<file path="config.mk">
export PLATFORM = sky130hd
export DESIGN_NAME = wildcard_glob_matcher
export DESIGN_NICKNAME = d
export VERILOG_FILES = /design/src/hw/rtl/wgm_pkg.sv /design/src/hw/rtl/wgm_front.sv /design/src/hw/rtl/wgm_queue.sv /design/src/hw/rtl/wgm_back.sv /design/src/hw/rtl/wildcard_glob_matcher.sv
export SDC_FILE = /design/constraint.sdc
export NUM_CORES = 1
export LEC_CHECK = 0
export ABC_AREA = 1
export BUFFER_PORTS_ARGS = -buffer_cell sky130_fd_sc_hd__buf_4
export CELL_PAD_IN_SITES_DETAIL_PLACEMENT = 0
export CELL_PAD_IN_SITES_GLOBAL_PLACEMENT = 1
export CORE_MARGIN = 2
export CORE_UTILIZATION = 40
export DETAILED_ROUTE_END_ITERATION = 6
export PLACE_DENSITY = 0.86
export SLEW_MARGIN = 20
export SYNTH_ARGS = -nofsm -noshare
export SYNTH_HDL_FRONTEND = slang
export SYNTH_SLANG_ARGS = --single-unit
</file>
<file path="constraint.sdc">
create_clock -name clk -period 3.3 [get_ports clk]
set_input_delay 0.99 -clock clk [delete_from_list [all_inputs] [get_ports clk]]
set_output_delay 0.99 -clock clk [all_outputs]
set_load 0.02 [all_outputs]
</file>
<file path="src/hw/rtl/wgm_pkg.sv">
`default_nettype none

package wgm_pkg;

  // Pattern storage held by the two pattern word registers
  localparam int WordBytes = 16;
  localparam int PatternBits = WordBytes * 8;
  localparam int PatternMaxDefault = 16;

  // Wildcard bytes
  localparam logic [7:0] AnyOne = 8'h3F;
  localparam logic [7:0] AnyRun = 8'h2A;

  // Configuration register indexes
  localparam int CfgIndexWidth = 8;
  localparam logic [CfgIndexWidth-1:0] CfgPatternWord0 = 8'd0;
  localparam logic [CfgIndexWidth-1:0] CfgPatternWord1 = 8'd1;
  localparam logic [CfgIndexWidth-1:0] CfgPatternLength = 8'd2;
  localparam logic [CfgIndexWidth-1:0] CfgCaseSensitive = 8'd3;

  // Queue between front and back
  localparam int QueueDepth = 4;
  localparam int QueuePtrWidth = $clog2(QueueDepth);
  localparam int QueueCountWidth = $clog2(QueueDepth + 1);

  typedef struct packed {
    logic [7:0] text_char;
    logic       char_present;
    logic       end_of_string;
  } wgm_item_t;

  typedef struct packed {
    logic full;
    logic empty;
  } wgm_q_status_t;

  // ASCII uppercasing, letters a..z only
  function automatic logic [7:0] upcase(input logic [7:0] c);
    logic [7:0] r;
    r = c;
    if (c >= 8'h61 && c <= 8'h7A) begin
      r = c - 8'h20;
    end
    return r;
  endfunction

endpackage

`default_nettype wire

</file>
<file path="src/hw/rtl/wgm_front.sv">
`default_nettype none

module wgm_front (
  input  wire logic               clk,
  input  wire logic               rst,
  input  wire logic               in_valid,
  output logic                    in_stall,
  input  wire logic [7:0]         text_char,
  input  wire logic               char_present,
  input  wire logic               end_of_string,
  input  wgm_pkg::wgm_q_status_t  q_status,
  output logic                    push,
  output wgm_pkg::wgm_item_t      push_item
);
  import wgm_pkg::*;

  logic      front_valid;
  wgm_item_t front_item;
  logic      accept;

  // Hold one transaction; stall only while it cannot enter the queue
  assign in_stall  = front_valid && q_status.full;
  assign accept    = in_valid && !in_stall;
  assign push      = front_valid && !q_status.full;
  assign push_item = front_item;

  // Idle items (no byte, no end mark) are dropped here
  always_ff @(posedge clk) begin
    if (rst) begin
      front_valid <= 1'b0;
    end else if (accept) begin
      front_valid <= char_present || end_of_string;
    end else if (push) begin
      front_valid <= 1'b0;
    end
  end

  always_ff @(posedge clk) begin
    if (accept) begin
      front_item.text_char     <= text_char;
      front_item.char_present  <= char_present;
      front_item.end_of_string <= end_of_string;
    end
  end

endmodule

`default_nettype wire

</file>
<file path="src/hw/rtl/wgm_queue.sv">
`default_nettype none

module wgm_queue (
  input  wire logic               clk,
  input  wire logic               rst,
  input  wire logic               push,
  input  wgm_pkg::wgm_item_t      push_item,
  input  wire logic               pop,
  output wgm_pkg::wgm_item_t      pop_item,
  output wgm_pkg::wgm_q_status_t  q_status
);
  import wgm_pkg::*;

  wgm_item_t                  entries [QueueDepth];
  logic [QueuePtrWidth-1:0]   wr_ptr;
  logic [QueuePtrWidth-1:0]   rd_ptr;
  logic [QueueCountWidth-1:0] count;

  assign q_status.full  = (count == QueueCountWidth'(QueueDepth));
  assign q_status.empty = (count == '0);
  assign pop_item       = entries[rd_ptr];

  // Pointers and fill count
  always_ff @(posedge clk) begin
    if (rst) begin
      wr_ptr <= '0;
      rd_ptr <= '0;
      count  <= '0;
    end else begin
      if (push) begin
        wr_ptr <= wr_ptr + 1'b1;
      end
      if (pop) begin
        rd_ptr <= rd_ptr + 1'b1;
      end
      if (push && !pop) begin
        count <= count + 1'b1;
      end else if (pop && !push) begin
        count <= count - 1'b1;
      end
    end
  end

  // Entry storage
  always_ff @(posedge clk) begin
    if (push) begin
      entries[wr_ptr] <= push_item;
    end
  end

endmodule

`default_nettype wire

</file>
<file path="src/hw/rtl/wgm_back.sv">
`default_nettype none

module wgm_back #(
  parameter int PatternMax = wgm_pkg::PatternMaxDefault
) (
  input  wire logic                            clk,
  input  wire logic                            rst,
  input  wire logic                            restart,
  input  wire logic [wgm_pkg::PatternBits-1:0] pattern,
  input  wire logic [4:0]                      len_eff,
  input  wire logic                            case_sensitive,
  input  wgm_pkg::wgm_item_t                   pop_item,
  input  wgm_pkg::wgm_q_status_t               q_status,
  output logic                                 pop,
  output logic                                 out_valid,
  input  wire logic                            out_stall,
  output logic                                 matched
);
  import wgm_pkg::*;

  localparam int Positions = PatternMax + 1;

  logic [7:0]           pbyte [PatternMax];
  logic [PatternMax-1:0] star_v;
  logic [PatternMax-1:0] hit_v;
  logic [Positions-1:0] reach [Positions];
  logic [Positions-1:0] accept_mask;
  logic [Positions-1:0] active;
  logic                 fresh;
  logic [Positions-1:0] cur;
  logic [Positions-1:0] step_raw;
  logic [Positions-1:0] closed;
  logic [Positions-1:0] nxt;
  logic                 match_now;

  // Pattern bytes beyond the two words read as zero
  for (genvar g = 0; g < PatternMax; g++) begin : g_pbyte
    if (g < WordBytes) begin : g_word
      assign pbyte[g] = pattern[g*8 +: 8];
    end else begin : g_none
      assign pbyte[g] = 8'h00;
    end
  end

  // Per-position decode against the current byte
  always_comb begin
    logic [7:0] c;
    logic       eq;
    c = pop_item.text_char;
    for (int i = 0; i < PatternMax; i++) begin
      if (case_sensitive) begin
        eq = (pbyte[i] == c);
      end else begin
        eq = (upcase(pbyte[i]) == upcase(c));
      end
      star_v[i] = (i < int'(len_eff)) && (pbyte[i] == AnyRun);
      hit_v[i]  = (i < int'(len_eff)) && (pbyte[i] != AnyRun) &&
                  ((pbyte[i] == AnyOne) || eq);
    end
  end

  // Positions reachable from each position over a run of stars
  always_comb begin
    for (int i = 0; i < Positions; i++) begin
      reach[i] = '0;
      for (int k = 0; k < Positions; k++) begin
        if (k == i) begin
          reach[i][k] = 1'b1;
        end else if (k > i) begin
          reach[i][k] = reach[i][k-1] && star_v[k-1];
        end
      end
      accept_mask[i] = (i == int'(len_eff));
    end
  end

  // One step of the active set
  always_comb begin
    cur = fresh ? reach[0] : active;
    step_raw = '0;
    for (int i = 0; i < PatternMax; i++) begin
      if (cur[i] && star_v[i]) begin
        step_raw[i] = 1'b1;
      end
      if (cur[i] && hit_v[i]) begin
        step_raw[i+1] = 1'b1;
      end
    end
    closed = '0;
    for (int i = 0; i < Positions; i++) begin
      if (step_raw[i]) begin
        closed = closed | reach[i];
      end
    end
    nxt = pop_item.char_present ? closed : cur;
    match_now = |(nxt & accept_mask);
  end

  // Take an item unless its result would land on a stalled output
  assign pop = !q_status.empty &&
               (!pop_item.end_of_string || !out_valid || !out_stall);

  // Active set; fresh stands for the start set of the live pattern
  always_ff @(posedge clk) begin
    if (rst) begin
      fresh <= 1'b1;
    end else if (restart) begin
      fresh <= 1'b1;
    end else if (pop) begin
      fresh <= pop_item.end_of_string;
    end
  end

  always_ff @(posedge clk) begin
    if (pop && !pop_item.end_of_string) begin
      active <= nxt;
    end
  end

  // Result register
  always_ff @(posedge clk) begin
    if (rst) begin
      out_valid <= 1'b0;
    end else if (pop && pop_item.end_of_string) begin
      out_valid <= 1'b1;
    end else if (!out_stall) begin
      out_valid <= 1'b0;
    end
  end

  always_ff @(posedge clk) begin
    if (pop && pop_item.end_of_string) begin
      matched <= match_now;
    end
  end

endmodule

`default_nettype wire

</file>
<file path="src/hw/rtl/wildcard_glob_matcher.sv">
// Channel  Direction  Handshake              Payload
// input    in         in_valid / in_stall    text_char, char_present, end_of_string
// output   out        out_valid / out_stall  matched
// config   in         cfg_valid / cfg_ready  cfg_index, cfg_data
//
// One text byte per cycle is taken while in_stall is low and is applied to the
// active position set, which the back end updates as it pops each byte.
// out_valid rises once the end-of-string item has been popped from the queue.
// rst is synchronous; it clears control state and loads the register defaults.
// An output stall holds the result and stops the back end only at the next
// end of string; the front keeps filling the four-entry queue meanwhile.
`default_nettype none

module wildcard_glob_matcher #(
  parameter int PatternMax = wgm_pkg::PatternMaxDefault
) (
  input  wire logic                              clk,
  input  wire logic                              rst,
  input  wire logic                              in_valid,
  output logic                                   in_stall,
  input  wire logic [7:0]                        text_char,
  input  wire logic                              char_present,
  input  wire logic                              end_of_string,
  output logic                                   out_valid,
  input  wire logic                              out_stall,
  output logic                                   matched,
  input  wire logic                              cfg_valid,
  output logic                                   cfg_ready,
  input  wire logic [wgm_pkg::CfgIndexWidth-1:0] cfg_index,
  input  wire logic [63:0]                       cfg_data
);
  import wgm_pkg::*;

  localparam int LenCap = (PatternMax < WordBytes) ? PatternMax : WordBytes;

  logic [63:0]   pattern_word0;
  logic [63:0]   pattern_word1;
  logic [4:0]    pattern_length;
  logic          case_sensitive;
  logic [4:0]    len_eff;
  logic          cfg_write;
  logic          restart;
  logic          push;
  wgm_item_t     push_item;
  logic          pop;
  wgm_item_t     pop_item;
  wgm_q_status_t q_status;

  // Configuration registers
  assign cfg_ready = 1'b1;
  assign cfg_write = cfg_valid && cfg_ready;

  always_ff @(posedge clk) begin
    if (rst) begin
      pattern_word0  <= '0;
      pattern_word1  <= '0;
      pattern_length <= '0;
      case_sensitive <= 1'b1;
      restart        <= 1'b0;
    end else begin
      restart <= 1'b0;
      if (cfg_write) begin
        case (cfg_index)
          CfgPatternWord0: begin
            pattern_word0 <= cfg_data;
            restart       <= 1'b1;
          end
          CfgPatternWord1: begin
            pattern_word1 <= cfg_data;
            restart       <= 1'b1;
          end
          CfgPatternLength: begin
            pattern_length <= cfg_data[4:0];
            restart        <= 1'b1;
          end
          CfgCaseSensitive: begin
            case_sensitive <= cfg_data[0];
            restart        <= 1'b1;
          end
          default: begin
            restart <= 1'b0;
          end
        endcase
      end
    end
  end

  // Length in use saturates to the smaller of PatternMax and the pattern word bytes
  assign len_eff = (pattern_length > 5'(LenCap)) ? 5'(LenCap) : pattern_length;

  wgm_front u_front (
    .clk           (clk),
    .rst           (rst),
    .in_valid      (in_valid),
    .in_stall      (in_stall),
    .text_char     (text_char),
    .char_present  (char_present),
    .end_of_string (end_of_string),
    .q_status      (q_status),
    .push          (push),
    .push_item     (push_item)
  );

  wgm_queue u_queue (
    .clk       (clk),
    .rst       (rst),
    .push      (push),
    .push_item (push_item),
    .pop       (pop),
    .pop_item  (pop_item),
    .q_status  (q_status)
  );

  wgm_back #(
    .PatternMax (PatternMax)
  ) u_back (
    .clk            (clk),
    .rst            (rst),
    .restart        (restart),
    .pattern        ({pattern_word1, pattern_word0}),
    .len_eff        (len_eff),
    .case_sensitive (case_sensitive),
    .pop_item       (pop_item),
    .q_status       (q_status),
    .pop            (pop),
    .out_valid      (out_valid),
    .out_stall      (out_stall),
    .matched        (matched)
  );

`ifndef SYNTH
  // Queue never written while full
  a_no_overflow: assert property (@(posedge clk) disable iff (rst)
    !(push && q_status.full))
    else $error("queue written while full");

  // Queue never read while empty
  a_no_underflow: assert property (@(posedge clk) disable iff (rst)
    !(pop && q_status.empty))
    else $error("queue read while empty");

  // A new result only follows an end-of-string transaction leaving the queue
  a_result_source: assert property (@(posedge clk) disable iff (rst)
    $rose(out_valid) |-> $past(pop && pop_item.end_of_string))
    else $error("result without end of string");
`endif

endmodule

`default_nettype wire
</file>
==> flow_metrics.env <==
export IMPL_skew_ps=23.00
export IMPL_antenna_cells=0
export IMPL_antenna_found_initial=0
export IMPL_synth_compound_area_frac=0.1334
export IMPL_arrival_ps=3880
export IMPL_grt_pass1_vias=16240
export IMPL_start_util=0.4037
export IMPL_setup_viol=3
export IMPL_numClockSinks=215
export IMPL_max_freq_mhz=279.3
export IMPL_wl_per_cell_um=17.63
export IMPL_grt_pass1_wl_um=89520
export IMPL_timing_slew_headroom=0.2875
export IMPL_synth_seq_area_share=0.3294
export IMPL_yosys_register_bits=215
export IMPL_dr_pass1_iters=6
export IMPL_dpl_hpwl_um=43880
export IMPL_syn_cell_area_sq_um=15130
export IMPL_yosys_area_share_xor_xnor=0.05903
export IMPL_portBuffers=89
export IMPL_p_seq_frac=0.258
export IMPL_h_tree_depth=1
export IMPL_ys_flop_type="dfxtp_1"
export IMPL_io_pins=91
export IMPL_avgSynthCellArea_sq_um=6.440
export IMPL_clockBufferDepth=3
export IMPL_viasPerCell=5.225
export IMPL_muxShareOfSynthArea=0
export IMPL_syn_num_nets=2460
export IMPL_critical_path_class="flop to flop"
export IMPL_core_area_sq_um=37490
export IMPL_place_congestion=1.017
export IMPL_synth_top_area_share=0.1944
export IMPL_root_buffer="clkbuf_16"
export IMPL_max_cap_violations=0
export IMPL_period_needed_ps=3580
export IMPL_nets=2855
export IMPL_min_from="restart$_SDFF_PP0_"
export IMPL_drive_above_1_share=0.2252
export IMPL_placed_area_sq_um=18740
export IMPL_min_path_cells=2
export IMPL_synth_edf_count=68
export IMPL_yosys_area_top_type="dfxtp_1"
export IMPL_r2r_cells=32
export IMPL_die_h_um=198.5
export IMPL_critPathMostFrequentCell="nand2_1"
export IMPL_synthCells=2350
export IMPL_synthSimpleGateAreaFrac=0.3509
export IMPL_dieArea_sq_um=39410
export IMPL_failed_checks="setup timing"
export IMPL_crit_path_start_kind="flop"
export IMPL_die_w_um=198.5
export IMPL_synth_commonest_cells="497 x nand2_1, 333 x nor2_1, 327 x inv_1, 190 x nand3_1, 162 x o21ai_0"
export IMPL_tightest_slew_ps=1065
export IMPL_grt_overflow=0
export IMPL_area_growth_pct=32.88
export IMPL_slowest_stage="dfxtp_4"
export IMPL_critPathMaxStageDelay_ps=420
export IMPL_clk_pin_slew_ps=60
export IMPL_stdcell_area_sq_um=20110
export IMPL_irDropWorstVdd_v=0.0005363
export IMPL_combPwrFrac=0.519
export IMPL_min_path_type="flop to flop"
export IMPL_yosysWarnings=0
export IMPL_hold_viol_final=0
export IMPL_antenna_left=0
export IMPL_remaining_drc_errors=0
export IMPL_fin_crit_sh=1.085
export IMPL_final_util=0.5364
export IMPL_synth_top_family_by_area="simple AND/OR/NAND/NOR gates"
export IMPL_grtUsageTotal=0.2916
export IMPL_status="finished, violations left"
export IMPL_yosys_cell_count_top_type="nand2_1"
export IMPL_report_final_slew_viol_count=0
export IMPL_via_count=17100
export IMPL_leakage_nw=9.183
export IMPL_grt_max_degree=82
export IMPL_dr_first_iter_drc_count=1423
export IMPL_crit_required_ps=3600
export IMPL_routed_wl_um=57690
export IMPL_cts_made_buffers=24
export IMPL_p_switching_w=0.005086
export IMPL_synth_fa_ha_area_frac=0.01951
export IMPL_pwr_share_clk=0.223
export IMPL_intPower_w=0.007075
export IMPL_rsz0062_at_grt="true"
export IMPL_postLayoutSetupSlackWorst_ps=-280.0
export IMPL_placementRows=71
export IMPL_r2r_slack_ps=-280
export IMPL_swShare=0.4182
export IMPL_ys_top_cells_by_area="dfxtp_1 19%, edfxtp_1 13%, nand2_1 12%"
export IMPL_synth_async_reset_ratio=0
export IMPL_cts_tree="yes"
export IMPL_insertion_delay_ps=560
export IMPL_ys_types=55
export IMPL_worstPathMaxFanout=12
export IMPL_powerDensity_nw_per_um2=604.7
export IMPL_crit_path_end_kind="flop"
## layout make-up
class / count / area (sq um)
timing repair buffer: 444 / 3515
tap: 511 / 639.4
inverter: 342 / 1295
fill: 3705 / 17380
multi-input combinational: 1718 / 8896
clock buffer: 29 / 629.4
clock inverter: 14 / 146.4
sequential: 215 / 4990
## placed cells by master (no fill, tap or decap), types with 10 or more instances in the layout
master and instances:
a21oi_1 160, inv_2 13, nor2_2 17, xor2_1 86, nand3_1 178, dfxtp_1 145
nand3_2 13, nor2_1 319, nand2_2 44, nor3_1 55, o22ai_1 15, o21ai_0 161
nor4_1 16, nand2_1 459, buf_4 421, clkbuf_16 24, inv_1 323, nand4_1 58
buf_6 11, buf_12 10, nand2_4 16, xnor2_1 10, edfxtp_1 68, ha_1 21
## power by group through the flow
stage | clock network (W) | registers [W] | logic, W
floorplan | 0 | 0.00316 | 0.00346
CTS | 0.00276 | 0.00313 | 0.00589
global route | 0.00286 | 0.00315 | 0.00689
global placement | 0 | 0.00317 | 0.00558
detailed placement | 0 | 0.00317 | 0.00565
finish | 0.00271 | 0.00314 | 0.00631
## worst max-delay path, delay by kind of cell, from the launching register on
kind / cells / cell delay [ps]
flops: 1 / 420
simple gates: 26 / 2330
buf+inv: 6 / 590
## timing repair
item,in CTS,in global routing
pin swaps,16,19
resized for setup,48,74
gates cloned,1,1
hold buffers,0,0
setup buffers,7,9
setup endpoints to repair,10,12
## cells by family (layout without fill, tap and decap cells)
family / count (synthesis) / in the layout
AOI/OAI and AO/OA: 380 / 380
xor gates and xnor gates: 102 / 102
adders and majority gates: 23 / 23
buffers and inverters: 418 / 829
DFF: 215 / 215
other: 1 / 1
and+or+nand+nor: 1211 / 1212
## routing by layer
layer / vias to the layer above / routed length [um] / GRT usage
met2: 614 / 25260 / 0.4664
met4: 0 / 2248 / 0.1061
met1: 7953 / 26410 / 0.4039
met3: 101 / 3769 / 0.03611
li1: 8435 / - / -
met5: - / 0 / 0
## flip-flops by register name, summed over array words and instances (netlist names), 2 cells and up, named ones only
signal / flops
pattern_length: 5
pattern_word0: 64
pattern_word1: 64
u_back.active: 17
u_front.push_item: 10
u_queue.count: 3
u_queue.entries: 40
u_queue.rd_ptr: 2
u_queue.wr_ptr: 2
## path summary, 6_finish.rpt
| path | to |
|---|---|
| max | u_back.matched$_DFFE_PP_ |
| min | u_back.fresh$_SDFFE_PP1P_ |
| max reg2reg | u_back.matched$_DFFE_PP_ |
| min reg2reg | u_back.fresh$_SDFFE_PP1P_ |
## through the flow
stage	setup slack (ps)	cells	power, W	hold WS [ps]	TNS [ps]
final	-280.0	3273	0.01216	422.4	-434.8
after global routing	-501.2	3273	0.01290	466.7	-1534
after CTS	-152.9	3263	0.01177	423.9	-152.9
after detailed placement	-371.2	3212	0.008826	409.6	-1388
after global placement	-369.1	3212	0.008744	401.7	-840.8
after floorplan	3.624	2350	0.006616	394.5	0
Power figures use the tool's default switching activity.
